## src/sv/csbc_pkg.sv

```systemverilog
`timescale 1ns / 1ps
package csbc_pkg;

  localparam int CLIP_BITS = 48;
  localparam int COEF_BITS = 32;
  // split point of a clip value for the fov product
  localparam int FOV_SPLIT = 24;
  localparam int NUM_REGS  = 7;
  localparam int CFG_ADDR_BITS = 6;

  localparam logic [2:0] REG_CLIP_X_AB = 3'd0;
  localparam logic [2:0] REG_CLIP_X_CD = 3'd1;
  localparam logic [2:0] REG_CLIP_Y_AB = 3'd2;
  localparam logic [2:0] REG_CLIP_Y_CD = 3'd3;
  localparam logic [2:0] REG_CLIP_W_AB = 3'd4;
  localparam logic [2:0] REG_CLIP_W_CD = 3'd5;
  localparam logic [2:0] REG_FOV_SCALE = 3'd6;

  localparam logic [63:0] RST_CLIP_X_AB = 64'd65536;
  localparam logic [63:0] RST_CLIP_X_CD = 64'd0;
  localparam logic [63:0] RST_CLIP_Y_AB = 64'd281474976710656;
  localparam logic [63:0] RST_CLIP_Y_CD = 64'd0;
  localparam logic [63:0] RST_CLIP_W_AB = 64'd0;
  localparam logic [63:0] RST_CLIP_W_CD = 64'd281474976710656;
  localparam logic [31:0] RST_FOV_SCALE = 32'd65536;

  typedef struct packed {
    logic [63:0] x_ab;
    logic [63:0] x_cd;
    logic [63:0] y_ab;
    logic [63:0] y_cd;
    logic [63:0] w_ab;
    logic [63:0] w_cd;
    logic [31:0] fov;
  } cfg_t;

  typedef struct packed {
    logic en2;
    logic en3;
    logic en4;
  } lane_en_t;

endpackage

```

## src/sv/csbc_regs.sv

```systemverilog
`timescale 1ns / 1ps
module csbc_regs (
  input  logic                               clk,
  input  logic                               rst_n,
  input  logic                               cfg_psel,
  input  logic                               cfg_penable,
  input  logic                               cfg_pwrite,
  input  logic [csbc_pkg::CFG_ADDR_BITS-1:0] cfg_paddr,
  input  logic [63:0]                        cfg_pwdata,
  output logic [63:0]                        cfg_prdata,
  output logic                               cfg_pready,
  output csbc_pkg::cfg_t                     cfg_o
);

  csbc_pkg::cfg_t cfg_r;
  logic [2:0]     idx;
  logic           wr;

  assign idx        = cfg_paddr[5:3];
  assign wr         = cfg_psel && cfg_penable && cfg_pwrite;
  assign cfg_pready = 1'b1;
  assign cfg_o      = cfg_r;

  always_ff @(posedge clk) begin
    if (!rst_n) begin
      cfg_r.x_ab <= csbc_pkg::RST_CLIP_X_AB;
      cfg_r.x_cd <= csbc_pkg::RST_CLIP_X_CD;
      cfg_r.y_ab <= csbc_pkg::RST_CLIP_Y_AB;
      cfg_r.y_cd <= csbc_pkg::RST_CLIP_Y_CD;
      cfg_r.w_ab <= csbc_pkg::RST_CLIP_W_AB;
      cfg_r.w_cd <= csbc_pkg::RST_CLIP_W_CD;
      cfg_r.fov  <= csbc_pkg::RST_FOV_SCALE;
    end else if (wr) begin
      case (idx)
        csbc_pkg::REG_CLIP_X_AB: cfg_r.x_ab <= cfg_pwdata;
        csbc_pkg::REG_CLIP_X_CD: cfg_r.x_cd <= cfg_pwdata;
        csbc_pkg::REG_CLIP_Y_AB: cfg_r.y_ab <= cfg_pwdata;
        csbc_pkg::REG_CLIP_Y_CD: cfg_r.y_cd <= cfg_pwdata;
        csbc_pkg::REG_CLIP_W_AB: cfg_r.w_ab <= cfg_pwdata;
        csbc_pkg::REG_CLIP_W_CD: cfg_r.w_cd <= cfg_pwdata;
        csbc_pkg::REG_FOV_SCALE: cfg_r.fov  <= cfg_pwdata[31:0];
        default: ;
      endcase
    end
  end

  always_comb begin
    case (idx)
      csbc_pkg::REG_CLIP_X_AB: cfg_prdata = cfg_r.x_ab;
      csbc_pkg::REG_CLIP_X_CD: cfg_prdata = cfg_r.x_cd;
      csbc_pkg::REG_CLIP_Y_AB: cfg_prdata = cfg_r.y_ab;
      csbc_pkg::REG_CLIP_Y_CD: cfg_prdata = cfg_r.y_cd;
      csbc_pkg::REG_CLIP_W_AB: cfg_prdata = cfg_r.w_ab;
      csbc_pkg::REG_CLIP_W_CD: cfg_prdata = cfg_r.w_cd;
      csbc_pkg::REG_FOV_SCALE: cfg_prdata = {32'd0, cfg_r.fov};
      default:                 cfg_prdata = 64'd0;
    endcase
  end

endmodule

```

## config.mk

```make
export PLATFORM = sky130hd
export DESIGN_NAME = csbc_regs
export DESIGN_NICKNAME = d
export VERILOG_FILES = /design/src/sv/csbc_pkg.sv /design/src/sv/csbc_regs.sv
export SDC_FILE = /design/constraint.sdc
export NUM_CORES = 1
export LEC_CHECK = 0
export ABC_CLOCK_PERIOD_IN_PS = 1900
export BUFFER_PORTS_ARGS = -buffer_cell sky130_fd_sc_hd__buf_4
export CAP_MARGIN = 25
export CORE_MARGIN = 2
export CORE_UTILIZATION = 32
export CTS_BUF_LIST = sky130_fd_sc_hd__clkbuf_4 sky130_fd_sc_hd__clkbuf_8 sky130_fd_sc_hd__clkbuf_16
export DETAILED_ROUTE_END_ITERATION = 7
export GPL_ROUTABILITY_DRIVEN = 0
export PLACE_DENSITY = 0.52
export SKIP_LAST_GASP = 1
export SLEW_MARGIN = 10
export SYNTH_ARGS = -nofsm -noshare
export SYNTH_HDL_FRONTEND = slang
export SYNTH_SLANG_ARGS = --single-unit
```

## constraint.sdc

```tcl
create_clock -name clk -period 1.9 [get_ports clk]
set_clock_uncertainty 0.1 [all_clocks]
set_input_delay 0.38 -clock clk [delete_from_list [all_inputs] [get_ports clk]]
set_output_delay 0.38 -clock clk [all_outputs]
set_load 0.02 [all_outputs]
```

**After elaboration in Yosys (flattened, before gate mapping)**

Index checks and enable logic that the tools add are counted.

- Register bits after elaboration: 416
- Output and inout bits: 481
- Logic and storage cells: 24
- Input bits: 75

- Equality and inequality tests: 6
- Reductions and logical operators: 10
- Multiplexer cells: 1

Operators by type and width:

| cell | count |
|---|---|
| 64-bit one-hot mux with 7 select lines | 1 |
| 2-bit AND reduction | 7 |
| 3-bit == test (second input constant) | 3 |
| 3-bit by 2-bit == test with 1-bit output (second input constant) | 2 |
| 3-bit by 1-bit == test with 1-bit output (second input constant) | 1 |
| 3-bit logical NOT | 1 |
| 1-bit logical AND | 2 |

**Longest topological paths before layout**

Gate-level depths: netlist (run 1).

- Word-level depth: 3
- Mapped depth: 7
- Depth with buffers taken out: 3

**Least setup slack after synthesis (run 1)**

OpenSTA, ideal clock, no wires.

- Path type: input to output
- Start point: in cfg_paddr[4] (netlist bit)
- End point: out cfg_prdata[23]
- Cell stages on the path: 6
- Path slack: -0.353 ns
- Data required time: 1.420 ns
- Path buffers: 4
- Data arrival time: 1.773 ns
- Cells stage by stage: buf_2 > buf_4 > buf_4 > buf_4 > mux2i_1 > a221oi_1

- Cells in the longest elaborated chain, start to end: 2
- Elaborated cells on any way between the ends: 8
- Classes of those cells: eq/ne (6); mux (1); reduce/logical (1)

RTL lines:

| element | RTL line | text |
|---|---|---|
| start: declaration | csbc_regs.sv:8 | `input logic [csbc_pkg::CFG_ADDR_BITS-1:0] cfg_paddr,` |
| 3-bit == test (tied with other cells) | csbc_regs.sv:48 | `case (idx)` |
| 64-bit one-hot mux with 7 select lines * | csbc_regs.sv:48 |  |
| end: declaration | csbc_regs.sv:10 | `output logic [63:0] cfg_prdata,` |

Every way passes the cells marked *; elsewhere a longest branch is shown, timed or not.

**Worst setup path in the final report (run 1)**

- Start point: reg cfg_r, in the netlist cfg_o[356]
- End point: out cfg_prdata[4]

- Cells in the longest elaborated chain, start to end: 1

RTL lines:

| element | RTL line | text |
|---|---|---|
| start: declaration | csbc_regs.sv:15 | `csbc_pkg::cfg_t cfg_r;` |
| 64-bit one-hot mux with 7 select lines | csbc_regs.sv:48 |  |

Every way passes these cells.

==> reports/metrics.cfg, run 1 <==
[status]
outcome = finished, violations left
failed_checks = setup timing

[synth]
synthMostInstantiatedCell = sky130_fd_sc_hd__mux2i_1
ys_warn_count = 0
synth_nets = 1882
postSynth.topFlopCell = sky130_fd_sc_hd__dfxtp_1
synth_top_area_cell = sky130_fd_sc_hd__dfxtp_1
number_of_synthesized_flops_with_an_enable_pin = 0
synth_sequential_area_ratio_pct = 45.6
synth_top_cells_by_count = sky130_fd_sc_hd__mux2i_1, sky130_fd_sc_hd__nand2_1, sky130_fd_sc_hd__dfxtp_1
postSynthCellCount = 1807
async_reset_ff_share_pct = 0
synthesis.area_per_instance_um2 = 10.1
synth_top_cell_area_share_pct = 45.6
post_synth_num_cell_types = 31
synth.ff_latch_count = 416
syn_area_um2 = 18300
cell_types_with_the_largest_area_share_after_synthesis = sky130_fd_sc_hd__dfxtp_1, sky130_fd_sc_hd__mux2i_1, sky130_fd_sc_hd__nand2_1

[die]
die_h_um = 243
initial_utilization_pct = 32.4
design.die.area_um2 = 59000
design.portCount = 556
core_um2 = 56400
rows = 87
floorplan_die_width_um = 243

[timing]
min_period_ns = 2.19
grt_setup_unrepaired = true
layout_worst_path_cycle_share_pct = 115
slew_headroom_pct = 64.3
hold_viol = 0
final_critical_path_setup_slack_ns = -0.288
setup_viol = 62
maximum_clock_rate_mhz = 457
worst_pin_slew_ns = 0.535
final_max_slew_viol_count = 0

[place]
post-dp-hpwl_um = 53500
port_buffers = 551
post-place-ws_ns = -0.367
placed_cell_areas_um2 = 24700

[job]
maxCapViolations = 0

[layout]
nFillCells = 5283
drive_above_1_share_pct = 47.8
number_of_flip_flops_under_the_largest_register_name = 416
design.final.nets = 2629
final_area_um2 = 28400
synthToLayoutAreaGrowth_pct = 55.5

[route]
number_of_vias_per_cell_after_detailed_routing = 5.06
detailedRoute.firstPassIterationCount = 5
routedWlPerCell_um = 23.7
drt_drc_violations_left = 0
ant_nets = 0
drt-initial-drc-count = 964
vias = 17000
drt-total-wl_um = 79300

[grt]
grt_start_max_net_pins = 56
grtUsageTotal_pct = 25.7
grt_pass1_vias = 17000
gr-total-overflow = 0
antenna_found_initial = 3
grt_first_pass_wirelength_um = 115000

[setup_path]
worst_r2r_startpoint = cfg_o[399]$_SDFFE_PN0P_
crit_slowest_cell = sky130_fd_sc_hd__dfxtp_2
crit_chain = mux2_2 -> a32oi_1 -> o211ai_1 -> buf_4
timing_worst_setup_path_type = reg2out
cp_data_arrival_time_ns = 1.71
worstPathMaxFanout = 2
critPathCaptureType = output pin
worst-r2r-cell-count = 4
start_kind = flop
crit_path_max_incr_delay_ns = 0.33
setup.worst_path.start = cfg_o[356]$_SDFFE_PN0P_
worst-endpoint-required_ns = 1.42

[clock_tree]
clock_tree.buffer_depth = 3
clock_sinks = 416
clock_tree.htree_level_count = 2
cts-buffers-inserted = 47
clock_pin_transition_on_the_worst_setup_and_hold_timing_paths_ns = 0.06
cts-root-buf = sky130_fd_sc_hd__clkbuf_16
clock_latency_ns = 0.57
cts_tree = yes

[pwr]
total_leakage_power_nw = 12.6
max-vdd-ir-drop_mv = 0.642
p_per_area_nw_per_um2 = 725

[min_path]
hold_path_class = in2reg
min_from = rst_n
timing.hold.worst_path_depth = 3

[through the flow]
stage | instances | util (%) | hold WS [ns] | setup TNS [ns] | total power, W
floorplan | 1807 | - | 0.442 | -1.52 | 0.00993
global placement | 3123 | 43.8 | 0.356 | -117.05 | 0.0108
detailed placement | 3123 | 43.8 | 0.365 | -128.80 | 0.0108
CTS | 3318 | 49.6 | 0.0278 | -11.95 | 0.0207
global route | 3349 | 50.4 | 0.0518 | -13.63 | 0.0212
finish | 3349 | 50.4 | 0.0627 | -10.03 | 0.0206
[metal layers]
metal  share of wire (%)  vias up  GRT usage (%)  wire, um
met5               0.016        -              0        13
met4                 2.6        2           7.06      2080
met3                 7.0      109           5.72      5560
met2                  48      611           43.8     37900
met1                  43     8392           32.5     33700
li1                    -     7837              -         -
[where the power goes]
group	switching, W	leakage (nW)	internal, W	total (W)
sequential	0.0000582	3.43	0.00879	0.00884
combinational	0.00116	8.34	0.000871	0.00203
clock	0.00380	0.834	0.00592	0.00972
[area by class of cell]
class | instances | area [um2] | area share [%]
multi-input combinational | 1240 | 9710 | 34.2
sequential | 416 | 8530 | 30.0
timing repair buffer | 845 | 7540 | 26.6
clock buffer | 67 | 1430 | 5.03
tap | 756 | 946 | 3.33
clock inverter | 19 | 229 | 0.806
inverter | 4 | 17.5 | 0.0617
antenna | 2 | 5.00 | 0.0176
[timing repair]
item / 4_1_cts / 5_1_grt
hold buffers: 2 / 0
gates cloned: 10 / 2
endpoints found under the hold margin: 2 / 0
buffers inserted: 97 / 27
resized for setup: 215 / 65
pin swaps: 55 / 48
setup endpoints to repair: 64 / 64
[critical path, delay by kind of cell (launching register included)]
kind | cells | cell delay [ns]
flops | 1 | 0.33
buf+inv | 1 | 0.21
compound gates | 2 | 0.35
mux | 1 | 0.26
[layout by cell type (no fill, tap or decap), types with 11 or more instances in the layout]
cell type	Yosys	routed
sky130_fd_sc_hd__buf_16	0	13
sky130_fd_sc_hd__clkbuf_8	0	11
sky130_fd_sc_hd__o211ai_1	17	17
sky130_fd_sc_hd__mux2_2	54	28
sky130_fd_sc_hd__dfxtp_2	0	152
sky130_fd_sc_hd__dfxtp_1	416	261
sky130_fd_sc_hd__mux2i_1	524	523
sky130_fd_sc_hd__a221oi_2	0	47
sky130_fd_sc_hd__buf_12	0	63
sky130_fd_sc_hd__nand2_1	492	484
sky130_fd_sc_hd__o22a_1	15	15
sky130_fd_sc_hd__clkinv_2	0	11
sky130_fd_sc_hd__clkbuf_16	0	51
sky130_fd_sc_hd__mux2_4	0	26
sky130_fd_sc_hd__buf_6	24	19
sky130_fd_sc_hd__buf_4	31	743
sky130_fd_sc_hd__a22oi_1	21	19
[path summary, 6_finish.rpt]
path | to | slack, ns
setup / recovery | cfg_prdata[4] | -0.29
hold / removal | cfg_o[252]$_SDFFE_PN0P_ | 0.06
setup reg to reg | cfg_o[399]$_SDFFE_PN0P_ | 0.99
hold reg to reg | cfg_o[289]$_SDFFE_PN0P_ | 0.36
[logic make-up (layout without fill, tap and decap cells)]
family | after synthesis | in the layout | share of synthesized area [%]
other cells | 1 | 3 | 0.0205
compound gates | 149 | 149 | 6.41
buf+inv | 151 | 935 | 4.84
simple gates | 512 | 512 | 11.1
mux | 578 | 578 | 32.0
flops | 416 | 416 | 45.6
Note: power is estimated with default switching activity, not from simulation.
==> run 2: changes to the inputs <==
ABC_CLOCK_PERIOD_IN_PS = 2600   (was 1900)
CORE_AREA = 2 2 215 217   (was unset)
CORE_MARGIN = unset   (was 2)
CORE_UTILIZATION = unset   (was 32)
DIE_AREA = 0 0 217 219   (was unset)
PLACE_DENSITY = 0.61   (was 0.52)
clock period = 2.6 ns   (was 1.9 ns; I/O delays follow)
==> run 2 against run 1 <==
Against the previous run: the flow now finishes without violations; cell count is 11% lower; non-clock buffer count shrank 193; register-to-register slack better by 0.67 ns; count of clock-buffer cells in the layout decreased by 3; sequential power fell by 27%; clock power is 32% lower; highest routed layer is now met4.
==> reports/metrics.cfg, run 2 (same netlist as run 1, synthesis figures left out) <==
[status]
outcome = finished clean

[route]
number_of_vias_per_cell_after_detailed_routing = 5.37  ; +6.1%
ant_nets = 0  ; unchanged
detailedRoute.firstPassIterationCount = 5  ; unchanged
drt-total-wl_um = 71500  ; -9.9%
drt_drc_violations_left = 0  ; unchanged
routedWlPerCell_um = 23.9  ; +0.82%
vias = 16100  ; -5.1%
drt-initial-drc-count = 1044  ; +8.3%

[clock_tree]
clock_pin_transition_on_the_worst_setup_and_hold_timing_paths_ns = 0.06  ; about the same
clock_tree.buffer_depth = 3  ; unchanged
clock_sinks = 416  ; unchanged
cts-root-buf = sky130_fd_sc_hd__clkbuf_16
clock_tree.htree_level_count = 2  ; unchanged
cts-buffers-inserted = 45  ; -4.3%
clock_latency_ns = 0.57  ; about the same
cts_hold_repair.buffers = 0  ; -2
cts_tree = yes

[timing]
hold_viol = 0  ; unchanged
fin_worst_hold_slack_ns = 0.174  ; +0.111 ns
final_max_slew_viol_count = 0  ; unchanged
layout_worst_path_cycle_share_pct = 99.4
final_sum_of_negative_setup_slack_ns = 0  ; +10.03 ns
setup_viol = 0  ; -100%
min_period_ns = 2.58
grt_setup_unrepaired = true
maximum_clock_rate_mhz = 387
worst_pin_slew_ns = 0.991  ; +0.456 ns
slew_headroom_pct = 33.9  ; -30 points

[layout]
final_common_cell = sky130_fd_sc_hd__buf_4
number_of_flip_flops_under_the_largest_register_name = 416  ; unchanged
final_area_um2 = 25100  ; -12%
mostFrequentLayoutCells = sky130_fd_sc_hd__buf_4, sky130_fd_sc_hd__mux2i_1, sky130_fd_sc_hd__nand2_1, sky130_fd_sc_hd__dfxtp_1, sky130_fd_sc_hd__mux2_2
drive_above_1_share_pct = 33.7  ; -14 points
design.final.nets = 2435  ; -7.4%
synthToLayoutAreaGrowth_pct = 37.2

[setup_path]
worst-endpoint-required_ns = 1.98  ; +0.56 ns
cp_data_arrival_time_ns = 1.96  ; +0.25 ns
critPathCaptureType = output pin
crit_path_max_incr_delay_ns = 0.78  ; +0.45 ns
crit_slowest_cell = sky130_fd_sc_hd__nor2_2
worstPathMaxFanout = 11  ; +9
path_buf_inv = 3  ; +2
start_kind = input port
timing_worst_setup_path_type = in2out
timing.critical_path.max_delay_family = simple AND/OR/NAND/NOR gates
worst_path_most_repeated_cell = sky130_fd_sc_hd__buf_4
crit_chain = buf_4 -> inv_2 -> nor2_2 -> a221oi_1 -> buf_4

[die]
design.die.area_um2 = 47500  ; -19%
die_h_um = 219  ; -9.8%
rows = 78  ; -10%
floorplan_die_width_um = 217  ; -11%
design.portCount = 556  ; unchanged
initial_utilization_pct = 40.5  ; +8.1 points
core_um2 = 45100  ; -20%

[grt]
use_met2_pct = 47.9  ; +4.1 points
antenna_found_initial = 2  ; -1
grt_pass1_vias = 16000  ; -5.6%
grt_util_met3_pct = 9.22  ; +3.5 points
use_met1_pct = 34.7  ; +2.2 points
globalRoute.busiestLayer = met2
grt_start_max_net_pins = 56  ; unchanged
grt_first_pass_wirelength_um = 103000  ; -10%
gr-total-overflow = 0  ; unchanged
grtUsageTotal_pct = 28.6  ; +2.9 points

[pwr]
p_per_area_nw_per_um2 = 568  ; -22%
total_leakage_power_nw = 10.9  ; -13%
max-vdd-ir-drop_mv = 0.397  ; -38%
fin_total_pwr_w = 0.0142  ; -31%

[place]
post-dp-hpwl_um = 50100  ; -6.4%
placed_cell_areas_um2 = 23500  ; -4.9%
port_buffers = 551  ; unchanged

[min_path]
hold_path_class = in2reg

[job]
maxCapViolations = 0  ; unchanged

-- run 2: cell count changes in the layout (fill, tap and decap cells not counted), sizes merged --
cell / delta
buf: -188
clkbuf: -5
clkinv: -2
dlygate4sd3: -2
bufbuf: -1
bufinv: -1
inv: -1
nor2: +1
-- run 2: final timing paths --
path                              to                     from  cells past startpoint  slack (ns)
max                    cfg_prdata[3]             cfg_paddr[5]                      5        0.02
min           cfg_o[16]$_SDFFE_PN1P_           cfg_pwdata[16]                      3        0.17
max reg2reg  cfg_o[272]$_SDFFE_PN1P_  cfg_o[272]$_SDFFE_PN1P_                      2        1.66
min reg2reg  cfg_o[380]$_SDFFE_PN0P_  cfg_o[380]$_SDFFE_PN0P_                      2        0.37
-- run 2: cell type report --
class                      count  area [um2]
timing repair buffer         652        5340
clock inverter                15         184
antenna                        2        5.00
clock buffer                  64        1330
fill                        4044       20000
tap                          600         751
inverter                       4        15.0
sequential                   416        8330
multi-input combinational   1241        9120
-- run 2: power breakdown --
| group | total, W | switching, W | internal, W | leakage [nW] |
|---|---|---|---|---|
| clock network | 0.00659 | 0.00265 | 0.00394 | 0.757 |
| logic | 0.00118 | 0.000734 | 0.000450 | 6.81 |
| registers | 0.00647 | 0.0000434 | 0.00642 | 3.35 |
-- run 2: worst reg2reg max path: stages, from the launching register on --
cell and delay [ns]:
sky130_fd_sc_hd__dfxtp_1 0.46, sky130_fd_sc_hd__o21ai_0 0.13, sky130_fd_sc_hd__o311ai_0 0.13
-- run 2: what timing repair did --
item                       in CTS  in global routing
gates cloned                    0                  1
setup buffers                   0                  3
gates resized for setup         2                  4
setup endpoints to repair       5                 10
pin swaps                       1                  1
-- run 2: routing by layer --
| metal | part of all wire, % | routed length (um) |
|---|---|---|
| met5 | 0 | 0 |
| met4 | 3.0 | 2120 |
| met1 | 41 | 29100 |
| met2 | 47 | 33800 |
| met3 | 9.0 | 6430 |
-- run 2: per-stage QoR --
stage	instances	util, %	setup slack [ns]
CTS	2988	55.5	-0.0793
finish	2994	55.6	0.0153
global placement	2909	52.1	-0.0808
floorplan	1807	-	0.0673
global route	2992	55.6	-0.0171
detailed placement	2909	52.1	-0.0942
